File: config.mk
export PLATFORM = sky130hd
export DESIGN_NAME = bfm_ctrl
export DESIGN_NICKNAME = d
export VERILOG_FILES = /design/src/rtl/core/bfm_pkg.sv /design/src/rtl/core/bfm_ctrl.sv
export SDC_FILE = /design/constraint.sdc
export NUM_CORES = 1
export LEC_CHECK = 0
export ABC_AREA = 0
export ABC_CLOCK_PERIOD_IN_PS = 1100
export BUFFER_PORTS_ARGS = -buffer_cell sky130_fd_sc_hd__buf_2
export CAP_MARGIN = 10
export CORE_AREA = 3 3 40 42
export CTS_BUF_LIST = sky130_fd_sc_hd__clkbuf_2 sky130_fd_sc_hd__clkbuf_4 sky130_fd_sc_hd__clkbuf_8
export DETAILED_ROUTE_END_ITERATION = 12
export DIE_AREA = 0 0 43 45
export GPL_TIMING_DRIVEN = 0
export PLACE_DENSITY = 0.66
export SKIP_CTS_REPAIR_TIMING = 1
export SYNTH_ARGS = -nofsm -noshare
export SYNTH_HDL_FRONTEND = slang
export SYNTH_SLANG_ARGS = --single-unit
export TNS_END_PERCENT = 50
File: constraint.sdc
create_clock -name clk -period 1.1 [get_ports clk]
set_input_delay 0.11 -clock clk [delete_from_list [all_inputs] [get_ports clk]]
set_output_delay 0.11 -clock clk [all_outputs]
set_load 0.02 [all_outputs]
File: src/rtl/core/bfm_pkg.sv
// shared constants, codes and controller/datapath interface types of the tape machine
package bfm_pkg;

	localparam int TAPE_DEPTH = 32768;
	localparam int PROG_DEPTH = 4096;
	localparam int NEST_DEPTH = 64;

	localparam int HEAD_W  = $clog2(TAPE_DEPTH);
	localparam int PROG_AW = $clog2(PROG_DEPTH);
	localparam int PC_W    = PROG_AW + 1;
	localparam int NEST_AW = $clog2(NEST_DEPTH);
	localparam int LVL_W   = NEST_AW + 1;

	// fixed result field widths
	localparam int PC_OUT_W   = 13;
	localparam int HEAD_OUT_W = 15;

	localparam logic CMD_LOAD = 1'b0;
	localparam logic CMD_STEP = 1'b1;

	localparam logic [7:0] CH_OPEN  = 8'h5B;
	localparam logic [7:0] CH_CLOSE = 8'h5D;
	localparam logic [7:0] CH_RIGHT = 8'h3E;
	localparam logic [7:0] CH_LEFT  = 8'h3C;
	localparam logic [7:0] CH_INC   = 8'h2B;
	localparam logic [7:0] CH_DEC   = 8'h2D;
	localparam logic [7:0] CH_OUT   = 8'h2E;
	localparam logic [7:0] CH_IN    = 8'h2C;

	typedef enum logic [2:0] {
		ST_OK      = 3'd0,
		ST_WAIT    = 3'd1,
		ST_HALT    = 3'd2,
		ST_BRACKET = 3'd3,
		ST_FULL    = 3'd4,
		ST_NEST    = 3'd5
	} status_t;

	// controller to datapath
	typedef struct packed {
		logic    clr_wr;    // zero one tape cell of the clearing sweep
		logic    prog_wr;   // append program_char
		logic    push;      // push load position on bracket stack
		logic    pop;       // drop top of bracket stack, read issued
		logic    set_err;   // raise sticky error
		logic    cap_in;    // capture in_byte / in_valid
		logic    exec_en;   // commit one executed instruction
		logic    link_open; // match[open] <= pos
		logic    link_close;// match[pos] <= open
		logic    res_en;    // load result registers
		logic    res_exec;  // result comes from execution
		status_t res_code;  // status when not from execution
	} bfm_cmd_t;

	// datapath to controller
	typedef struct packed {
		logic clr_last;
		logic len_full;
		logic ch_open;
		logic ch_close;
		logic stack_full;
		logic stack_empty;
		logic blocked;
		logic at_end;
	} bfm_sts_t;

endpackage

File: src/rtl/core/bfm_ctrl.sv
// sequencing state machine of the tape machine
module bfm_ctrl (
	input  logic              clk,
	input  logic              arst_n,
	input  logic              start,
	input  logic              command,
	input  bfm_pkg::bfm_sts_t sts,
	output bfm_pkg::bfm_cmd_t cmd,
	output logic              busy
);

	typedef enum logic [4:0] {
		S_CLEAR = 5'b00001,
		S_IDLE  = 5'b00010,
		S_EXEC  = 5'b00100,
		S_POP   = 5'b01000,
		S_LINK  = 5'b10000
	} state_t;

	state_t state_q, state_d;

	always_ff @(posedge clk or negedge arst_n) begin
		if (!arst_n) begin
			state_q <= S_CLEAR;
		end else begin
			state_q <= state_d;
		end
	end

	always_comb begin
		state_d = state_q;
		cmd = '0;
		cmd.res_code = bfm_pkg::ST_OK;
		case (state_q)
			S_CLEAR: begin
				cmd.clr_wr = 1'b1;
				if (sts.clr_last) begin
					state_d = S_IDLE;
				end
			end
			S_IDLE: begin
				if (start && command == bfm_pkg::CMD_LOAD) begin
					if (sts.len_full) begin
						cmd.set_err = 1'b1;
						cmd.res_en = 1'b1;
						cmd.res_code = bfm_pkg::ST_FULL;
					end else begin
						cmd.prog_wr = 1'b1;
						if (sts.ch_open && sts.stack_full) begin
							cmd.set_err = 1'b1;
							cmd.res_en = 1'b1;
							cmd.res_code = bfm_pkg::ST_NEST;
						end else if (sts.ch_open) begin
							cmd.push = 1'b1;
							cmd.res_en = 1'b1;
						end else if (sts.ch_close && sts.stack_empty) begin
							cmd.set_err = 1'b1;
							cmd.res_en = 1'b1;
							cmd.res_code = bfm_pkg::ST_BRACKET;
						end else if (sts.ch_close) begin
							cmd.pop = 1'b1;
							state_d = S_POP;
						end else begin
							cmd.res_en = 1'b1;
						end
					end
				end else if (start) begin
					if (sts.blocked) begin
						cmd.res_en = 1'b1;
						cmd.res_code = bfm_pkg::ST_BRACKET;
					end else if (sts.at_end) begin
						cmd.res_en = 1'b1;
						cmd.res_code = bfm_pkg::ST_HALT;
					end else begin
						cmd.cap_in = 1'b1;
						state_d = S_EXEC;
					end
				end
			end
			S_EXEC: begin
				cmd.exec_en = 1'b1;
				cmd.res_en = 1'b1;
				cmd.res_exec = 1'b1;
				state_d = S_IDLE;
			end
			S_POP: begin
				cmd.link_open = 1'b1;
				state_d = S_LINK;
			end
			S_LINK: begin
				cmd.link_close = 1'b1;
				cmd.res_en = 1'b1;
				state_d = S_IDLE;
			end
			default: begin
				state_d = S_IDLE;
			end
		endcase
	end

	assign busy = (state_q != S_IDLE);

endmodule

==> summary.md, run 1 <==
| Metric | Value |
|---|---|
| Min Tclk post-route | `1.72 ns` |
| Number of antenna violations at the first check in global routing | `0` |
| PD cells | `1320 nW/µm²` |
| Final instance area | `911 µm²` |
| Final net count | `107` |
| Largest delay contributor family on the critical path | `buffers and inverters` |
| # DRC | `0` |
| Synth Register Bits | `5` |
| Routed vias | `554` |
| Fin util | `70.9%` |
| Clock Tree Root | `clkbuf_4` |
| Failing checks | `negative setup slack` |
| Worst setup margin | `-0.622 ns` |
| Largest net degree at the start of global routing | `9` |
| Worst Setup End Kind | `output pin` |
| Clk pwr share | `17.9%` |
| Hold Vio Cnt, Final | `0` |
| Sw frac | `38.3%` |
| DIE AREA | `1940 µm²` |
| Placed Cells | `93` |
| Die Height | `45 µm` |
| Syn Area/Cell | `8.18 µm²` |
| Slowest stage delay, CP | `0.37 ns` |
| Cell internal pwr | `0.740 mW` |
| Vias per inst | `5.08` |
| Synth unique cells | `31` |
| Clock skew | `0.00572 ns` |
| Arr. time, crit path | `1.61 ns` |
| Proportion of layout cells with a drive suffix above 1 | `70.2%` |
| Effective utilization at floorplan | `33.1%` |
| Crit path depth | `6` |
| Hold Slack | `0.179 ns` |
| CTS buffer count | `3` |
| ANT cells | `0` |
| Most flop-heavy register | `state_q` |
| CP most frequent cell | `buf_4` |
| Largest registers | `state_q: 5 flops` |
| Width of the chip | `43 µm` |
| Top cells by area, synth | `dfrtp_1 24%, dfstp_2 6.2%, nor2_1 6.2%` |
| Port bufs | `26` |
| Area leader, netlist | `dfrtp_1` |
| Htree depth | `1` |
| Seq pwr share | `18.2%` |
| First-pass GRT wire length | `1920 µm` |
| Net switching power | `0.458 mW` |
| Overall Power | `1.20 mW` |
| Critical Path Source Type | `register` |
| Yosys warns | `0` |
| Crit path max fanout | `7` |
| Status | `finished with violations` |
| Worst-margin pin slew | `0.724 ns` |
| Clk slew on worst S/H paths | `0.05 ns` |
| Worst vdd ir | `0.888 mV` |
| Max reg flops | `5` |
| Post-Place Cell Area | `686 µm²` |
| Reg2reg path depth | `5` |
| Endpoints failing setup | `17` |
| Class of the worst hold path | `input pin to register` |
| Max clock buf depth | `2` |
| Area delta synth->final | `114%` |
| Routed WL | `1540 µm` |
| Critical path's slowest cell | `dfrtp_1` |
| Max-Slew Margin vs Limit | `51.6%` |
| Fmax | `581 MHz` |
| First drt pass iteration count | `4` |
| Number of global-route vias before repair | `434` |
| Hold Path Stages | `3` |
| Boundary Pins | `27` |
| Total GRT Usage | `13.4%` |
| Core Rows | `13` |
| Post-Syn Nets | `64` |
| Number of enable flip-flop cells after synthesis | `0` |
| Max Cap Viol | `0` |
| Crit path buffers/inverters | `3` |
| Number of nets still failing antenna checks after routing | `0` |
| Cells after synthesis | `52` |
| GRT overflow | `0` |
| Placer Congestion | `0.634` |
| Area share of the largest cell type after synthesis | `23.5%` |
| Core area | `1280 µm²` |
| Area of the mapped netlist | `425 µm²` |
| Post-DP HPWL | `958 µm` |
| Leakage | `0.416 nW` |
| Kind of critical path | `register to output pin` |
| Logic pwr share | `63.9%` |
| Starting DRT DRC Count | `2` |
| Asr flop ratio synth | `100%` |
| Ys flop type | `dfrtp_1` |
| WL per Instance | `14.1 µm` |
| Clk sinks | `5` |
| Seq/Total Area, Yosys | `29.7%` |
| Clk_lat worst skew | `0.25 ns` |
| Cell chain of the critical path | `buf_6 -> nor2_4 -> nand4_1 -> buf_4 -> a31oi_1 -> buf_4` |
| Slew Limit Fails | `0` |
| Final Non-Filler Cells | `109` |
| CTS tree | `done` |
| RSZ-0062 raised after global routing | `true` |
| Critical Path RT | `0.99 ns` |
| Final Cycle Share | `157%` |
layout by cell type, fill, tap and decap left out, drive strengths merged, types with 2 or more instances in the layout:
cell type,netlist,routed
and3,3,3
nor2,7,7
dfrtp,4,4
clkbuf,2,3
nor3,2,2
nor2b,3,3
nor3b,2,2
a21oi,3,3
nand4,2,2
nand2,2,2
or3b,3,3
buf,2,41
xnor2,2,2
cell usage after synthesis, types with 2 or more instances:
master / count
nor2_1: 7
dfrtp_1: 4
and3_1: 3
nor2b_1: 3
a21oi_1: 2
buf_4: 2
clkbuf_1: 2
nand2_1: 2
nand4_1: 2
nor3_1: 2
nor3b_1: 2
xnor2_1: 2
cell type report:
| class | instances | area [µm²] |
|---|---|---|
| multi-input combinational | 42 | 403 |
| fill | 97 | 374 |
| timing repair buffer | 38 | 284 |
| sequential | 5 | 129 |
| buffer | 4 | 45.0 |
| clock buffer | 3 | 22.5 |
| tap | 15 | 18.8 |
| clock inverter | 1 | 5.00 |
| inverter | 1 | 3.75 |
power by group through the flow:
stage	logic [mW]	registers, mW	clock network [mW]
2_1_floorplan	0.368	0.214	0
3_3_place_gp	0.483	0.215	0
3_5_place_dp	0.490	0.216	0
4_1_cts	0.492	0.213	0.223
5_1_grt	0.812	0.218	0.227
6_report	0.766	0.218	0.215
routing by layer:
| metal | up-vias | global-route usage [%] | part of all wire (%) |
|---|---|---|---|
| li1 | 278 | - | - |
| met1 | 255 | 18.3 | 42 |
| met2 | 17 | 20.1 | 52 |
| met3 | 4 | 0 | 4.0 |
| met4 | 0 | 10.8 | 2.1 |
| met5 | - | 0 | 0 |
final timing paths:
path	start	to	slack, ns
max	state_q[4]	cmd[9]	-0.62
min	sts[7]	state_q[0]	0.18
max reg2reg	state_q[1]	state_q[1]	-0.19
min reg2reg	state_q[3]	state_q[4]	0.63
max in group asynchronous	arst_n	state_q[0]	0.69
min in group asynchronous	arst_n	state_q[4]	0.20
worst reg2reg max path, cell delays in order, from the launching register on:
cell	delay (ns)
dfrtp_1	0.38
buf_8	0.13
buf_4	0.13
xnor2_1	0.11
nor4_1	0.26
o22ai_1	0.14
cells by family after synthesis:
family / Yosys count / synth area share (%)
xor gates and xnor gates: 2 / 4.12
and+or+nand+nor: 31 / 45.0
buffers and inverters: 5 / 6.18
DFF: 5 / 29.7
AOI/OAI and AO/OA: 9 / 15.0
per-stage QoR:
step | setup TNS (ns) | setup slack (ns)
3_5_place_dp | -4.08 | -0.501
6_report | -7.61 | -0.622
3_3_place_gp | -3.85 | -0.477
2_1_floorplan | -2.66 | -0.373
5_1_grt | -8.72 | -0.699
4_1_cts | -8.19 | -0.781
Note: power is estimated with default switching activity, not from simulation.
==> run 2, diff against run 1 <==
--- a/config.mk
+++ b/config.mk
@@ -15,6 +15,7 @@
 export DIE_AREA = 0 0 43 45
 export GPL_TIMING_DRIVEN = 0
 export PLACE_DENSITY = 0.66
+export RECOVER_POWER = 100
 export SKIP_CTS_REPAIR_TIMING = 1
 export SYNTH_ARGS = -nofsm -noshare
 export SYNTH_HDL_FRONTEND = slang
==> summary.md, run 2 (synthesized netlist as in run 1, its figures left out) <==
| Metric | Value |
|---|---|
| Max-Slew Margin vs Limit | `51.6% (unchanged)` |
| Status | `finished with violations` |
| Crit path max fanout | `7 (unchanged)` |
| Final instance area | `910 µm² (-0.14%)` |
| Placer Congestion | `0.634 (unchanged)` |
| Leakage | `0.413 nW (-0.66%)` |
| Most frequent cells in the layout | `14 x buf_4, 14 x buf_2, 11 x buf_6` |
| Most flop-heavy register | `state_q` |
| Number of global-route vias before repair | `434 (unchanged)` |
| Area delta synth->final | `114%` |
| Vias per inst | `5.08 (unchanged)` |
| Number of nets still failing antenna checks after routing | `0 (unchanged)` |
| Final Non-Filler Cells | `109 (unchanged)` |
| Routed vias | `554 (unchanged)` |
| Worst Setup End Kind | `output pin` |
| Failing checks | `negative setup slack` |
| Clk slew on worst S/H paths | `0.05 ns (about the same)` |
| Post-Place Cell Area | `686 µm² (unchanged)` |
| Min Tclk post-route | `1.72 ns (-0.00347 ns)` |
| Die Height | `45 µm (unchanged)` |
| Port bufs | `26 (unchanged)` |
| Fin util | `70.8% (-0.097 points)` |
| Number of antenna violations at the first check in global routing | `0 (unchanged)` |
| Fmax | `582 MHz (+0.20%)` |
| Core Rows | `13 (unchanged)` |
| Kind of critical path | `register to output pin` |
| Total GRT Usage | `13.4% (unchanged)` |
| First drt pass iteration count | `4 (unchanged)` |
| Class of the worst hold path | `input pin to register` |
| Placed Cells | `93 (unchanged)` |
| Clk sinks | `5 (unchanged)` |
| Clock skew | `0.00572 ns (unchanged)` |
| DIE AREA | `1940 µm² (unchanged)` |
| # DRC | `0 (unchanged)` |
| Final Cycle Share | `156% (-0.32 points)` |
| Htree depth | `1 (unchanged)` |
| Clk_lat worst skew | `0.25 ns (about the same)` |
| PD cells | `1320 nW/µm² (about the same)` |
| Critical Path Source Type | `register` |
| Starting DRT DRC Count | `2 (unchanged)` |
| CTS buffer count | `3 (unchanged)` |
| Routed WL | `1540 µm (about the same)` |
| Hold Slack | `0.179 ns (-0.0000120 ns)` |
| Width of the chip | `43 µm (unchanged)` |
| Final net count | `107 (unchanged)` |
| Max Cap Viol | `0 (unchanged)` |
| Slew Limit Fails | `0 (unchanged)` |
| CTS tree | `done` |
| First-pass GRT wire length | `1920 µm (unchanged)` |
| Largest net degree at the start of global routing | `9 (unchanged)` |
| Largest registers | `state_q: 5 flops` |
| Worst setup margin | `-0.619 ns (+0.00347 ns)` |
| Clock Tree Root | `clkbuf_4` |
| Worst-margin pin slew | `0.724 ns (unchanged)` |
| Critical Path RT | `0.99 ns (about the same)` |
| GRT overflow | `0 (unchanged)` |
| Max clock buf depth | `2 (unchanged)` |
| Max reg flops | `5 (unchanged)` |
| ANT cells | `0 (unchanged)` |
| Arr. time, crit path | `1.61 ns (about the same)` |
| Endpoints failing setup | `17 (unchanged)` |
| Post-DP HPWL | `958 µm (unchanged)` |
| RSZ-0062 raised after global routing | `true` |
| Hold Vio Cnt, Final | `0 (unchanged)` |
| Proportion of layout cells with a drive suffix above 1 | `69.1% (-1.1 points)` |
| Worst vdd ir | `0.887 mV (about the same)` |
| WL per Instance | `14.1 µm (about the same)` |
| Boundary Pins | `27 (unchanged)` |
| Effective utilization at floorplan | `33.1% (unchanged)` |
| FILL cells | `98 (+1.0%)` |
| Core area | `1280 µm² (unchanged)` |
run 2: final timing paths:
check	startpoint	end	slack (ns)	cells past startpoint
max	state_q[4]	cmd[9]	-0.62	6
min	sts[7]	state_q[0]	0.18	3
max reg2reg	state_q[1]	state_q[1]	-0.18	5
min reg2reg	state_q[3]	state_q[4]	0.63	1
max in group asynchronous	arst_n	state_q[0]	0.59	2
min in group asynchronous	arst_n	state_q[4]	0.24	2
run 2: per-stage QoR:
step / power [mW] / TNS, ns / worst slack [ns]
after floorplan: 0.582 / -2.66 / -0.373
after global placement: 0.699 / -3.85 / -0.477
after detailed placement: 0.705 / -4.08 / -0.501
after CTS: 0.928 / -8.19 / -0.781
after global routing: 1.26 / -8.72 / -0.699
final: 1.20 / -7.58 / -0.619
run 2: layout make-up:
type / count / area [µm²] / area share (%)
inverter: 1 / 3.75 / 0.413
timing repair buffer: 38 / 283 / 31.1
clock inverter: 1 / 5.00 / 0.550
buffer: 4 / 45.0 / 4.95
multi-input combinational: 42 / 403 / 44.3
sequential: 5 / 129 / 14.2
tap: 15 / 18.8 / 2.06
clock buffer: 3 / 22.5 / 2.48
run 2: report_power, final:
| group | internal [mW] | switching, mW | leakage, nW |
|---|---|---|---|
| logic | 0.404 | 0.361 | 0.336 |
| registers | 0.203 | 0.0143 | 0.0590 |
| clock network | 0.132 | 0.0826 | 0.0177 |
run 2: layer usage:
metal  share of wire [%]  GRT usage (%)  routed length [µm]  vias to the layer above
met5                   0              0                   0                        -
met4                 2.1           10.8                  33                        0
met3                 4.0              0                  62                        4
met2                  52           20.1                 799                       17
met1                  42           18.3                 641                      255
li1                    -              -                   -                      278
run 2: worst max-delay path, cell delays in order, from the launching register on:
cell	delay (ns)
dfrtp_1	0.37
buf_6	0.14
nor2_4	0.13
nand4_1	0.20
buf_4	0.22
a31oi_1	0.13
buf_4	0.16
